File: src/rtl/core/odiso_pkg.sv
`timescale 1ns / 1ps

package odiso_pkg;

    // year store depth and derived widths
    localparam int YEAR_CHARS = 4;
    localparam int YEAR_LEN_W = $clog2(YEAR_CHARS + 1);
    localparam int YEAR_IDX_W = (YEAR_CHARS > 1) ? $clog2(YEAR_CHARS) : 1;

    // character codes
    localparam logic [7:0] CH_SPACE = 8'h20;
    localparam logic [7:0] CH_DASH  = 8'h2d;
    localparam logic [7:0] CH_ZERO  = 8'h30;
    localparam logic [7:0] CH_ONE   = 8'h31;
    localparam logic [7:0] CH_TWO   = 8'h32;
    localparam logic [7:0] CH_THREE = 8'h33;
    localparam logic [7:0] CH_NINE  = 8'h39;

    // month names, january first
    localparam logic [23:0] MONTH_NAMES [12] = '{
        "Jan", "Feb", "Mar", "Apr", "May", "Jun",
        "Jul", "Aug", "Sep", "Oct", "Nov", "Dec"
    };

    // one decoded line, handed from the tokenizer to the emitter
    typedef struct packed {
        logic [YEAR_CHARS-1:0][7:0] year_text;
        logic [YEAR_LEN_W-1:0]      year_len;
        logic [3:0]                 month;
        logic                       day_ok;
        logic [7:0]                 day_tens;
        logic [7:0]                 day_ones;
        logic                       bad;
    } odiso_line_t;

    // emitter phases
    typedef enum logic [2:0] {
        EM_IDLE,
        EM_YEAR,
        EM_DASH1,
        EM_MON_HI,
        EM_MON_LO,
        EM_DASH2,
        EM_DAY_HI,
        EM_DAY_LO
    } odiso_emit_state_t;

endpackage

File: src/rtl/core/odiso_tokenizer.sv
`timescale 1ns / 1ps

module odiso_tokenizer
    import odiso_pkg::*;
(
    input  logic        clk,
    input  logic        rst_n,
    input  logic        accept,
    input  logic [7:0]  in_char,
    input  logic        in_last,
    output logic        line_done,
    output odiso_line_t line
);

    logic [1:0]                  tok_reg, tok_next;
    logic [7:0]                  day_text_reg [4];
    logic [7:0]                  day_text_next [4];
    logic [2:0]                  day_len_reg, day_len_next;
    logic [7:0]                  mon_text_reg [3];
    logic [7:0]                  mon_text_next [3];
    logic [2:0]                  mon_len_reg, mon_len_next;
    logic [YEAR_CHARS-1:0][7:0]  year_text_reg, year_text_next;
    logic [YEAR_LEN_W-1:0]       year_len_reg, year_len_next;
    logic                        ovf_reg, ovf_next;

    // token state update for one character
    always_comb
    begin
        tok_next       = tok_reg;
        day_text_next  = day_text_reg;
        day_len_next   = day_len_reg;
        mon_text_next  = mon_text_reg;
        mon_len_next   = mon_len_reg;
        year_text_next = year_text_reg;
        year_len_next  = year_len_reg;
        ovf_next       = ovf_reg;
        if (in_char == CH_SPACE)
        begin
            if (tok_reg < 2'd2)
            begin
                tok_next = tok_reg + 2'd1;
            end
            year_len_next = '0;
            ovf_next      = 1'b0;
        end
        else
        begin
            if (tok_reg == 2'd0)
            begin
                if (day_len_reg < 3'd4)
                begin
                    day_text_next[day_len_reg[1:0]] = in_char;
                    day_len_next = day_len_reg + 3'd1;
                end
                else
                begin
                    day_len_next = 3'd5;
                end
            end
            else if (tok_reg == 2'd1)
            begin
                if (mon_len_reg < 3'd3)
                begin
                    mon_text_next[mon_len_reg[1:0]] = in_char;
                    mon_len_next = mon_len_reg + 3'd1;
                end
                else
                begin
                    mon_len_next = 3'd4;
                end
            end
            if (year_len_reg < YEAR_LEN_W'(YEAR_CHARS))
            begin
                year_text_next[year_len_reg[YEAR_IDX_W-1:0]] = in_char;
                year_len_next = year_len_reg + 1'b1;
            end
            else
            begin
                ovf_next = 1'b1;
            end
        end
    end

    // day decode: ordinal with matching suffix, 1 to 31
    logic [7:0] d_tens, d_ones, suf0, suf1, want0, want1;
    logic       d_digits_ok, teen;

    always_comb
    begin
        d_tens      = CH_ZERO;
        d_ones      = day_text_next[0];
        suf0        = day_text_next[1];
        suf1        = day_text_next[2];
        d_digits_ok = 1'b0;
        if (day_len_next == 3'd3)
        begin
            d_digits_ok = (day_text_next[0] >= CH_ONE) && (day_text_next[0] <= CH_NINE);
        end
        else if (day_len_next == 3'd4)
        begin
            d_tens = day_text_next[0];
            d_ones = day_text_next[1];
            suf0   = day_text_next[2];
            suf1   = day_text_next[3];
            d_digits_ok = (day_text_next[0] >= CH_ONE) && (day_text_next[0] <= CH_THREE)
                && (day_text_next[1] >= CH_ZERO) && (day_text_next[1] <= CH_NINE)
                && !((day_text_next[0] == CH_THREE) && (day_text_next[1] > CH_ONE));
        end
        teen = (d_tens == CH_ONE);
        if ((d_ones == CH_ONE) && !teen)
        begin
            want0 = "s";
            want1 = "t";
        end
        else if ((d_ones == CH_TWO) && !teen)
        begin
            want0 = "n";
            want1 = "d";
        end
        else if ((d_ones == CH_THREE) && !teen)
        begin
            want0 = "r";
            want1 = "d";
        end
        else
        begin
            want0 = "t";
            want1 = "h";
        end
    end

    // month decode: case-sensitive three-letter name
    logic [3:0] mon_num;

    always_comb
    begin
        mon_num = 4'd0;
        if ((tok_next == 2'd2) && (mon_len_next == 3'd3))
        begin
            for (int k = 0; k < 12; k++)
            begin
                if ({mon_text_next[0], mon_text_next[1], mon_text_next[2]} == MONTH_NAMES[k])
                begin
                    mon_num = 4'(k + 1);
                end
            end
        end
    end

    // decoded line as seen after this character
    always_comb
    begin
        line.year_text = year_text_next;
        line.year_len  = year_len_next;
        line.month     = mon_num;
        line.day_ok    = (tok_next != 2'd0) && d_digits_ok && (suf0 == want0)
                         && (suf1 == want1);
        line.day_tens  = d_tens;
        line.day_ones  = d_ones;
        line.bad       = !line.day_ok || (mon_num == 4'd0) || ovf_next;
    end

    assign line_done = accept && in_last;

    // control state, cleared after the final character of each line
    always_ff @(posedge clk or negedge rst_n)
    begin
        if (!rst_n)
        begin
            tok_reg      <= '0;
            day_len_reg  <= '0;
            mon_len_reg  <= '0;
            year_len_reg <= '0;
            ovf_reg      <= 1'b0;
        end
        else if (accept)
        begin
            if (in_last)
            begin
                tok_reg      <= '0;
                day_len_reg  <= '0;
                mon_len_reg  <= '0;
                year_len_reg <= '0;
                ovf_reg      <= 1'b0;
            end
            else
            begin
                tok_reg      <= tok_next;
                day_len_reg  <= day_len_next;
                mon_len_reg  <= mon_len_next;
                year_len_reg <= year_len_next;
                ovf_reg      <= ovf_next;
            end
        end
    end

    // token text, read only below the stored lengths
    always_ff @(posedge clk)
    begin
        if (accept)
        begin
            day_text_reg  <= day_text_next;
            mon_text_reg  <= mon_text_next;
            year_text_reg <= year_text_next;
        end
    end

endmodule

File: src/rtl/core/odiso_emitter.sv
`timescale 1ns / 1ps

module odiso_emitter
    import odiso_pkg::*;
(
    input  logic        clk,
    input  logic        rst_n,
    input  logic        load,
    input  odiso_line_t line,
    output logic        busy,
    output logic        out_valid,
    input  logic        out_stall,
    output logic [7:0]  out_char,
    output logic        out_last,
    output logic        bad_field
);

    odiso_emit_state_t       state_reg, state_next;
    logic [YEAR_IDX_W-1:0]   ycnt_reg, ycnt_next;
    odiso_line_t             snap_reg;
    logic                    out_valid_reg;
    logic [7:0]              out_char_reg;
    logic                    out_last_reg;
    logic                    bad_reg;
    logic                    adv;
    logic                    year_end;
    logic [7:0]              emit_char;
    logic                    emit_last;

    assign adv  = !out_valid_reg || !out_stall;
    assign busy = (state_reg != EM_IDLE);
    assign year_end = ({1'b0, YEAR_LEN_W'(ycnt_reg)} + 1'b1) == {1'b0, snap_reg.year_len};

    // next phase
    always_comb
    begin
        state_next = state_reg;
        ycnt_next  = ycnt_reg;
        if (state_reg == EM_IDLE)
        begin
            if (load)
            begin
                state_next = (line.year_len != '0) ? EM_YEAR : EM_DASH1;
                ycnt_next  = '0;
            end
        end
        else if (adv)
        begin
            unique case (state_reg)
                EM_IDLE:   state_next = EM_IDLE;
                EM_YEAR:
                begin
                    ycnt_next = ycnt_reg + 1'b1;
                    if (year_end)
                    begin
                        state_next = EM_DASH1;
                    end
                end
                EM_DASH1:  state_next = (snap_reg.month != 4'd0) ? EM_MON_HI : EM_DASH2;
                EM_MON_HI: state_next = EM_MON_LO;
                EM_MON_LO: state_next = EM_DASH2;
                EM_DASH2:  state_next = snap_reg.day_ok ? EM_DAY_HI : EM_IDLE;
                EM_DAY_HI: state_next = EM_DAY_LO;
                EM_DAY_LO: state_next = EM_IDLE;
            endcase
        end
    end

    // character for the current phase
    always_comb
    begin
        emit_last = 1'b0;
        unique case (state_reg)
            EM_IDLE:   emit_char = CH_DASH;
            EM_YEAR:   emit_char = snap_reg.year_text[ycnt_reg];
            EM_DASH1:  emit_char = CH_DASH;
            EM_MON_HI: emit_char = (snap_reg.month >= 4'd10) ? CH_ONE : CH_ZERO;
            EM_MON_LO:
            begin
                if (snap_reg.month >= 4'd10)
                begin
                    emit_char = CH_ZERO + {4'd0, snap_reg.month - 4'd10};
                end
                else
                begin
                    emit_char = CH_ZERO + {4'd0, snap_reg.month};
                end
            end
            EM_DASH2:
            begin
                emit_char = CH_DASH;
                emit_last = !snap_reg.day_ok;
            end
            EM_DAY_HI: emit_char = snap_reg.day_tens;
            EM_DAY_LO:
            begin
                emit_char = snap_reg.day_ones;
                emit_last = 1'b1;
            end
        endcase
    end

    // phase and output control
    always_ff @(posedge clk or negedge rst_n)
    begin
        if (!rst_n)
        begin
            state_reg     <= EM_IDLE;
            out_valid_reg <= 1'b0;
        end
        else
        begin
            state_reg <= state_next;
            if (adv)
            begin
                out_valid_reg <= busy;
            end
        end
    end

    // line snapshot, year position and output payload
    always_ff @(posedge clk)
    begin
        ycnt_reg <= ycnt_next;
        if (!busy && load)
        begin
            snap_reg <= line;
        end
        if (adv && busy)
        begin
            out_char_reg <= emit_char;
            out_last_reg <= emit_last;
            bad_reg      <= snap_reg.bad;
        end
    end

    assign out_valid = out_valid_reg;
    assign out_char  = out_char_reg;
    assign out_last  = out_last_reg;
    assign bad_field = bad_reg;

endmodule

File: src/rtl/core/ordinal_date_to_iso_text_core.sv
// first result: the final transfer loads the emitter, whose first character is then registered
// throughput: one input character per cycle; a line's final character waits while the emitter
//   sends the previous line (year length and up to six characters, one a cycle unless stalled)
// reset: asynchronous, active low; clears the token state and the emitter, no output pending
`timescale 1ns / 1ps

module ordinal_date_to_iso_text_core
    import odiso_pkg::*;
(
    input  logic       clk,
    input  logic       rst_n,
    input  logic       in_valid,
    output logic       in_stall,
    input  logic [7:0] in_char,
    input  logic       in_last,
    output logic       out_valid,
    input  logic       out_stall,
    output logic [7:0] out_char,
    output logic       out_last,
    output logic       bad_field
);

    odiso_line_t line;
    logic        line_done;
    logic        busy;
    logic        accept;

    // only the final character needs a free emitter
    assign in_stall = in_last && busy;
    assign accept   = in_valid && !in_stall;

    odiso_tokenizer u_tok (
        .clk       (clk),
        .rst_n     (rst_n),
        .accept    (accept),
        .in_char   (in_char),
        .in_last   (in_last),
        .line_done (line_done),
        .line      (line)
    );

    odiso_emitter u_emit (
        .clk       (clk),
        .rst_n     (rst_n),
        .load      (line_done),
        .line      (line),
        .busy      (busy),
        .out_valid (out_valid),
        .out_stall (out_stall),
        .out_char  (out_char),
        .out_last  (out_last),
        .bad_field (bad_field)
    );

endmodule

File: config.mk
export PLATFORM = sky130hd
export DESIGN_NAME = ordinal_date_to_iso_text_core
export DESIGN_NICKNAME = d
export VERILOG_FILES = /design/src/rtl/core/odiso_pkg.sv /design/src/rtl/core/odiso_tokenizer.sv /design/src/rtl/core/odiso_emitter.sv /design/src/rtl/core/ordinal_date_to_iso_text_core.sv
export SDC_FILE = /design/constraint.sdc
export NUM_CORES = 1
export LEC_CHECK = 0
export ABC_AREA = 1
export BUFFER_PORTS_ARGS = -buffer_cell sky130_fd_sc_hd__buf_4
export CAP_MARGIN = 20
export CORE_ASPECT_RATIO = 0.75
export CORE_UTILIZATION = 40
export CTS_BUF_LIST = sky130_fd_sc_hd__clkbuf_2
export DETAILED_ROUTE_END_ITERATION = 8
export PLACE_DENSITY = 0.57
export SLEW_MARGIN = 20
export SYNTH_ARGS = -nofsm -noshare
export SYNTH_HDL_FRONTEND = slang
export SYNTH_SLANG_ARGS = --single-unit
File: constraint.sdc
create_clock -name clk -period 5.15 [get_ports clk]
set_input_delay 0.515 -clock clk [delete_from_list [all_inputs] [get_ports clk]]
set_output_delay 0.515 -clock clk [all_outputs]
set_load 0.01 [all_outputs]
* Word level (Yosys, flattened, before mapping) *
Index checks and enable logic that the tools add are counted.
W data, S select, Z words.

operators by class
  add/subtract/negate cells = 9
  order comparisons = 18
  equality and inequality tests = 35
  muxes and demuxes = 83
  bitwise logic cells = 2
  reductions and logical operators = 44

operators with widths
  kind                    count
  $eq A24 B23 Y1 const B  12
  $mux W32                5
  $mux W8                 17
  $mux W24                4
  $mux W3                 23
  $bwmux W32              2
  $demux W8 S2            3
  $eq A8 B6 Y1 const B    6
  $pmux W8 S6             1
  $mux W4                 7
  $bwmux W24              1
  $le A8 B6 Y1 const B    3
  $logic_and A1 B1 Y1     21
  $pmux W3 S7             1
  $mux W2                 10
  $bmux W8 S2             1
  $eq A8 B8 Y1            2
  $ge A8 B6 Y1 const B    2
  $eq A3 B3 Y1 const B    5
  $add A6 B4 Y7 const A   2
  $eq A3 B2 Y1 const B    4
  $add A3 B1 Y3 const B   3
  $gt A8 B6 Y1 const B    1
  $logic_not A1 Y1        8
  other kinds (29)        47

storage, ports and cells
  flip-flop bits (word level) = 173
  output and inout port bits = 12

* Logic depth before layout (Yosys ltp) *
Gate-level depths: netlist of the first run.

  depth after elaboration = 27
  gate-level depth with buffers = 24
  depth with buffers taken out = 23

* Modules after synthesis *
Synthesis of the first run repeated with hierarchy kept, for this count alone.

second synthesis, totals
  cell total of the unflattened synthesis = 1201
  area, all modules = 10087.2 um^2

modules (own cells, without submodules)
  module                         times used  cells each  area each (um^2)
  odiso_tokenizer                1           951         7031.7
  odiso_emitter                  1           246         3035.4
  ordinal_date_to_iso_text_core  1           4           20.0

* Worst setup path after synthesis of the first run *
Ideal clock, no wire load.

  kind = register -> register
  start = register u_emit.state_reg[2]
  end = register u_tok.day_text_reg[0] in the netlist's numbering, enable pin
  setup time = 487 ps
  arrival = 3812 ps
  required time = 4663 ps
  slack = 851 ps
  cell stages (with the launch flop) = 8
  path buffers = 2
  path through = dfrtp_1 > clkbuf_1 > nor2_1 > inv_1 > nor2_1 > o21ai_0 > inv_1 > clkbuf_1

on the way
  cells in the longest elaborated chain, start to end = 4

RTL lines
  what                      line                                 text
  start: declaration        odiso_emitter.sv:18                  odiso_emit_state_t state_reg, state_next;
  start signal: assignment  odiso_emitter.sv:113                 state_reg <= state_next;
  $reduce_bool A3 Y1        odiso_emitter.sv:31                  assign busy = (state_reg != EM_IDLE);
  $logic_and A1 B1 Y1       ordinal_date_to_iso_text_core.sv:29  assign in_stall = in_last && busy;
  $logic_not A1 Y1          ordinal_date_to_iso_text_core.sv:30  assign accept = in_valid && !in_stall;
  $logic_and A1 B1 Y1       ordinal_date_to_iso_text_core.sv:30
  named net accept          ordinal_date_to_iso_text_core.sv:26  logic accept;
  end signal: assignment    odiso_tokenizer.sv:202               day_text_reg <= day_text_next;
  end: declaration          odiso_tokenizer.sv:16                logic [7:0] day_text_reg [4];

The timed path passes the listed nets, and every way through them passes these cells.
A chain may end at the register's enable or synchronous reset.

==> results_dict.tcl, run 1 <==
set metrics [dict create \
    async_flop_share_pct 9.249 \
    p_leak_nw 4.328 \
    drive_gt1_share_pct 10.85 \
    syn_avg_cell_area_sq_um 8.792 \
    syn_nets 1122 \
    die_w_microns 180.9 \
    dieHeight_microns 136.2 \
    htreeDepth 4 \
    ys_seq_area_share_pct 53.28 \
    critPathLaunchType "register" \
    path_cells "inv_1 > ha_1 > nand3_1 > o21ai_0 > nand2_1 > nand2_4 > inv_2 > nand3_2 > nand2_1 > nand2_1 > nand2_1 > nor2_2 > nand3_2 > nand2_1 > nand3_1 > nand2_1 > nand2_2 > nor2_4 > nand3_2" \
    status "completed" \
    grt.total_usage_pct 21.49 \
    vdd_drop_max_v 0.0001935 \
    cts_resized 0 \
    fin_area_sq_um 10290 \
    rows 48 \
    drc 0 \
    nFillCells 2303 \
    synth_ff_type "edfxtp_1" \
    cts_tree "yes" \
    clock_latency_ns 0.79 \
    holdWs_ns 0.07241 \
    crit_top_cell "nand2_1" \
    rr_startpoint "u_tok.tok_reg[0]" \
    root_buffer "clkbuf_2" \
    max_slew_margin_pct 27.19 \
    max_stage_delay_ns 0.79 \
    layout_min_cycle_time_ns 3.781 \
    finalSetupTns_ns 0 \
    start_util_pct 41.20 \
    maxCapViolations 0 \
    crit_path_max_fanout 20 \
    path_class "register to register" \
    drv_slew 0 \
    rr_endpoint "u_emit.snap_reg[0]" \
    ys_warn_count 0 \
    wl_per_cell_microns 17.59 \
    grt_antenna_before_repair 0 \
    p_per_area_nw_per_um2 489.4 \
    reg2reg_depth 19 \
    num_vias 7465 \
    dp_hpwl_mm 18.07 \
    worst_pin_slew_ns 1.082 \
    post-route-util_pct 44.16 \
    firstDrtPassIters 8 \
    area_growth_pct 7.194 \
    grt_setup_unrepaired "no" \
    synthDistinctLibCells 52 \
    dieArea_sq_um 24630 \
    cts_inserted_buffers 17 \
    synth_edf_count 157 \
    routed_wirelength_mm 25.05 \
    grt_pass1_wl_mm 39.52 \
    gp_congestion 0.8950 \
    drtIter0Drc 785 \
    fmax_ghz 0.2645 \
    clock_sinks 173 \
    dpl_worst_slack_ns 1.270 \
    postRouteAntennaNets 0 \
    grt-ovfl-total 0 \
    clk_pin_slew_ns 0.31 \
    nets 1141 \
    viasPerCell 5.242 \
    portBuffers 24 \
    grt_max_degree 57 \
    largest_reg_flops 57 \
    synth_cells 1092 \
    slowest_stage "ha_1" \
    grt_pass1_vias 6831 \
    dpl_cell_area_sq_um 9986 \
    reg2reg_slack_ns 1.37 \
    netlist_area_sq_um 9600 \
    cp-end-kind "register" \
    setup_viol 0 \
    pin_count 25 \
    cp.required_ns 5.74 \
    period_share_pct 73.41 \
    core_sq_um 23300 \
    synth-seq-cells 173 \
    cts_max_path_buffers 2 \
    finalWorstSetupSlack_ns 1.369 \
    crit_arrival_ns 4.37 \
    finalHoldViolations 0 \
    skew_ns 0.04239 \
    diodes 0 \
    min_path_type "input port to asynchronous set/reset pin" \
]
==> worst max-delay path, delay by kind of cell, from the launching register on <==
family          cells  cell delay (ns)
flops               1             0.48
fa+ha+maj           1             0.79
compound gates      1             0.12
buf+inv             2             0.17
simple gates       15             2.00
==> synth_stat cells (all sizes together), types with 3 or more instances <==
cell | count | area [sq um]
clkbuf | 11 | 41.29
inv | 133 | 501.7
buf | 23 | 176.4
nand3 | 47 | 260.3
nand2 | 352 | 1385
a22oi | 4 | 30.03
o21a | 36 | 270.3
nor3 | 5 | 25.02
o21ai | 94 | 515.5
o22ai | 12 | 75.07
edfxtp | 157 | 4715
nor2 | 130 | 556.8
a221oi | 3 | 26.28
a21oi | 7 | 35.03
ha | 17 | 212.7
dfrtp | 16 | 400.4
nand4 | 17 | 157.7
==> placed cells by master (no fill, tap or decap), types with 3 or more instances in the layout <==
cell type,n
clkinv_8,4
a22oi_1,4
o21ai_2,12
nor2_4,5
nand2_4,3
clkbuf_2,17
inv_1,125
a21oi_1,7
nor2_2,9
nand3_1,42
ha_1,17
o21ai_0,66
o21a_1,36
nand2_2,10
o22ai_1,12
inv_2,6
dlygate4sd3_1,5
inv_8,4
nand2_1,338
o21ai_1,16
nand4_4,3
buf_4,29
dfrtp_1,16
a221oi_1,3
edfxtp_1,157
nand4_1,13
nor2_1,115
nor3_1,5
inv_6,4
nand3_2,5
==> power by group <==
group / leakage (nW) / internal (W) / switching [W]
combinational: 2.50 / 0.000649 / 0.00146
clock: 0.149 / 0.000167 / 0.000576
sequential: 1.68 / 0.00205 / 0.000138
total: 4.33 / 0.00286 / 0.00217
==> stage by stage <==
stage	cells	power, W
after floorplan	1092	0.003684
after global placement	1387	0.004282
after detailed placement	1387	0.004299
after CTS	1424	0.005044
after global routing	1424	0.005416
final	1424	0.005036
==> cells by family (layout without fill, tap and decap cells) <==
| logic type | after synthesis | after routing | share of synthesized area (%) |
|---|---|---|---|
| buf+inv | 168 | 200 | 7.533 |
| xor+xnor | 4 | 4 | 0.3650 |
| fa+ha+maj | 17 | 17 | 2.216 |
| flops | 173 | 173 | 53.28 |
| compound gates | 172 | 172 | 11.30 |
| simple gates | 558 | 558 | 25.31 |
==> worst max path at each step <==
stage | start | to | slack [ns]
finish | u_tok.tok_reg[0] | u_emit.snap_reg[0] | 1.37
global route | u_tok.tok_reg[0] | u_emit.snap_reg[0] | 0.96
CTS | u_tok.tok_reg[0] | u_emit.snap_reg[0] | 1.40
detailed placement | in_char[4] | u_emit.snap_reg[0] | 1.27
global placement | in_char[6] | u_emit.snap_reg[0] | 1.25
floorplan | u_emit.state_reg[2] | u_tok.day_text_reg[0] | 0.85
==> what timing repair did <==
item,in CTS,in global routing
hold buffers,5,0
endpoints found under the hold margin,19,0
setup buffers,0,0
==> routing by layer <==
layer | up-vias | track usage [%] | share of wire (%)
met2 | 280 | 28.55 | 38
li1 | 3671 | - | -
met1 | 3488 | 34.04 | 53
met5 | - | 0 | 0
met4 | 0 | 6.458 | 1.9
met3 | 26 | 4.500 | 7.7
==> area by class of cell <==
cell class	instances	area, sq um	area share [%]
flip-flops and latches	173	5115	49.70
multi-input cells	751	3770	36.63
inverters	134	508.0	4.936
well taps	300	375.4	3.647
repair buffers	34	267.8	2.602
clock inverters	15	170.2	1.653
clock buffers	17	85.08	0.8267
No activity file was read; power rests on OpenSTA's default activity.
==> run 2: changes to the inputs <==
--- a/config.mk
+++ b/config.mk
@@ -12,7 +12,7 @@
 export CORE_UTILIZATION = 40
 export CTS_BUF_LIST = sky130_fd_sc_hd__clkbuf_2
 export DETAILED_ROUTE_END_ITERATION = 8
-export PLACE_DENSITY = 0.57
+export PLACE_DENSITY = 0.59
 export SLEW_MARGIN = 20
 export SYNTH_ARGS = -nofsm -noshare
 export SYNTH_HDL_FRONTEND = slang
==> constraint.sdc (replaced) <==
create_clock -name clk -period 3.3 [get_ports clk]
set_input_delay 0.33 -clock clk [delete_from_list [all_inputs] [get_ports clk]]
set_output_delay 0.33 -clock clk [all_outputs]
set_load 0.01 [all_outputs]
==> run 2 against run 1 <==
Net effect:
- final cell count up 3.5%
- critical path depth did not move
- combinational power increased by 63%
- total power up 60%
- global-route usage is essentially flat
- clock-buffer cell count unchanged
- die area did not move
- non-clock buffer count up 49
- worst hold slack better by 0.041 ns
- clock power increased by 62%
- design area grew 4.3%
- critical path type unchanged
- largest cell class unchanged
==> results_dict.tcl, run 2 (synthesis results as in run 1) <==
set metrics [dict create \
    wl_per_cell_microns 17.07 \
    drtIter0Drc 850 \
    grt_pass1_vias 6954 \
    crit_path_max_fanout 10 \
    grt_antenna_before_repair 1 \
    dieArea_sq_um 24630 \
    area_growth_pct 11.78 \
    grt_max_degree 99 \
    grt.total_usage_pct 21.50 \
    htreeDepth 4 \
    max_slew_margin_pct 46.60 \
    cts_max_path_buffers 2 \
    drc 0 \
    cts_inserted_buffers 17 \
    layout_min_cycle_time_ns 3.067 \
    rows 48 \
    firstDrtPassIters 5 \
    layout_common_cells "nand2_1, edfxtp_1, inv_1, nor2_1, buf_4" \
    finalSetupTns_ns 0 \
    routed_wirelength_mm 25.16 \
    drive_gt1_share_pct 14.49 \
    status "completed" \
    setup_viol 0 \
    maxCapViolations 0 \
    nFillCells 2255 \
    num_vias 7670 \
    crit_arrival_ns 3.71 \
    portBuffers 24 \
    grt-ovfl-total 0 \
    holdWs_ns 0.1132 \
    vdd_drop_max_v 0.0003675 \
    cp.required_ns 3.94 \
    core_sq_um 23300 \
    clock_latency_ns 0.83 \
    fmax_ghz 0.3260 \
    cts_tree "yes" \
    worst_pin_slew_ns 0.7984 \
    critPathLaunchType "register" \
    path_class "register to register" \
    p_per_area_nw_per_um2 749.8 \
    gp_congestion 0.8812 \
    start_util_pct 41.20 \
    largest_reg_flops 57 \
    grt_setup_unrepaired "no" \
    clock_sinks 173 \
    period_share_pct 92.95 \
    skew_ns 0.05631 \
    cp-end-kind "register" \
    viasPerCell 5.204 \
    min_path_type "input port to register" \
    clk_pin_slew_ns 0.33 \
    p_leak_nw 4.579 \
    postRouteAntennaNets 0 \
    grt_pass1_wl_mm 39.39 \
    dieHeight_microns 136.2 \
    multi_input_area_sq_um 3799 \
    drv_slew 0 \
    seqCellArea_sq_um 5115 \
    die_w_microns 180.9 \
    nets 1190 \
    pin_count 25 \
    layout_commonest_cell "nand2_1" \
    finalHoldViolations 0 \
    dp_hpwl_mm 17.80 \
    root_buffer "clkbuf_2" \
]
[run 2: cell count changes in the layout (fill, tap and decap cells not counted), moves of 3 or more]
cell           change
buf_4             +40
clkinv_8           -4
dlygate4sd3_1      +6
inv_8              +3
nor2_2             -3
o21ai_1            -3
o21ai_2            +5
[run 2: metrics by stage]
stage                     std cells  total power, W  setup slack (ns)  area, sq um  util (%)
final                          1474        0.008047            0.2328        10730     46.05
after floorplan                1092        0.005739            0.1022         9602         -
after global routing           1474        0.008673           0.01905        10730     46.05
after global placement         1428        0.006778            0.2079        10310     44.25
after CTS                      1471        0.008051            0.1955        10670     45.81
after detailed placement       1428        0.006835            0.1723        10310     44.25
[run 2: critical path: stages (launching register included)]
cell and delay, ns:
dfrtp_1 0.45, inv_1 0.09, ha_2 0.25, nor2_1 0.18, nand2_1 0.09, nor2_2 0.19, nand2_2 0.18, buf_4 0.20
o21ai_0 0.26, nand2_1 0.12, nor2_1 0.14, nand2_1 0.11, nor2_2 0.15, o21ai_2 0.08, nand3_1 0.07, nor2_1 0.05
nor2_2 0.09, nor2_1 0.05, nand2_1 0.07, nand3_2 0.07
[run 2: what timing repair did]
item / 4_1_cts / 5_1_grt
endpoints found under the hold margin: 51 / 0
gates resized for setup: 0 / 13
hold buffers: 11 / 0
setup buffers: 0 / 2
endpoints found under the setup margin: 0 / 2
[run 2: worst paths after layout]
check                                      start                    to  slack (ns)  cells past startpoint
worst min register to register     u_tok.ovf_reg         u_tok.ovf_reg        0.53                      2
min in group asynchronous                  rst_n  u_tok.day_len_reg[0]        0.60                      3
worst max register to register  u_tok.tok_reg[0]    u_emit.snap_reg[0]        0.23                     19
worst max-delay path            u_tok.tok_reg[0]    u_emit.snap_reg[0]        0.23                     19
max in group asynchronous                  rst_n  u_tok.day_len_reg[1]        2.16                      3
worst min-delay path                  in_char[0]  u_tok.day_len_reg[0]        0.11                      7
[run 2: cell type report]
type / count / area share (%)
multi-input combinational: 751 / 35.40
clock inverter: 15 / 1.562
antenna: 1 / 0.02332
tap: 300 / 3.498
sequential: 173 / 47.66
inverter: 134 / 4.734
timing repair buffer: 83 / 6.331
clock buffer: 17 / 0.7928
[run 2: where the power goes]
group	switching (W)	internal, W
logic	0.00224	0.00120
clock network	0.000880	0.000322
registers	0.000202	0.00320
total	0.00332	0.00472
[run 2: per-layer routing]
metal	global-route usage (%)	part of all wire, %	up-vias	routed length, microns
li1	-	-	3775	-
met5	0	0	-	0
met4	5.461	1.2	0	291
met1	33.71	50	3569	12700
met2	29.73	40	306	9993
met3	4.206	8.6	20	2171
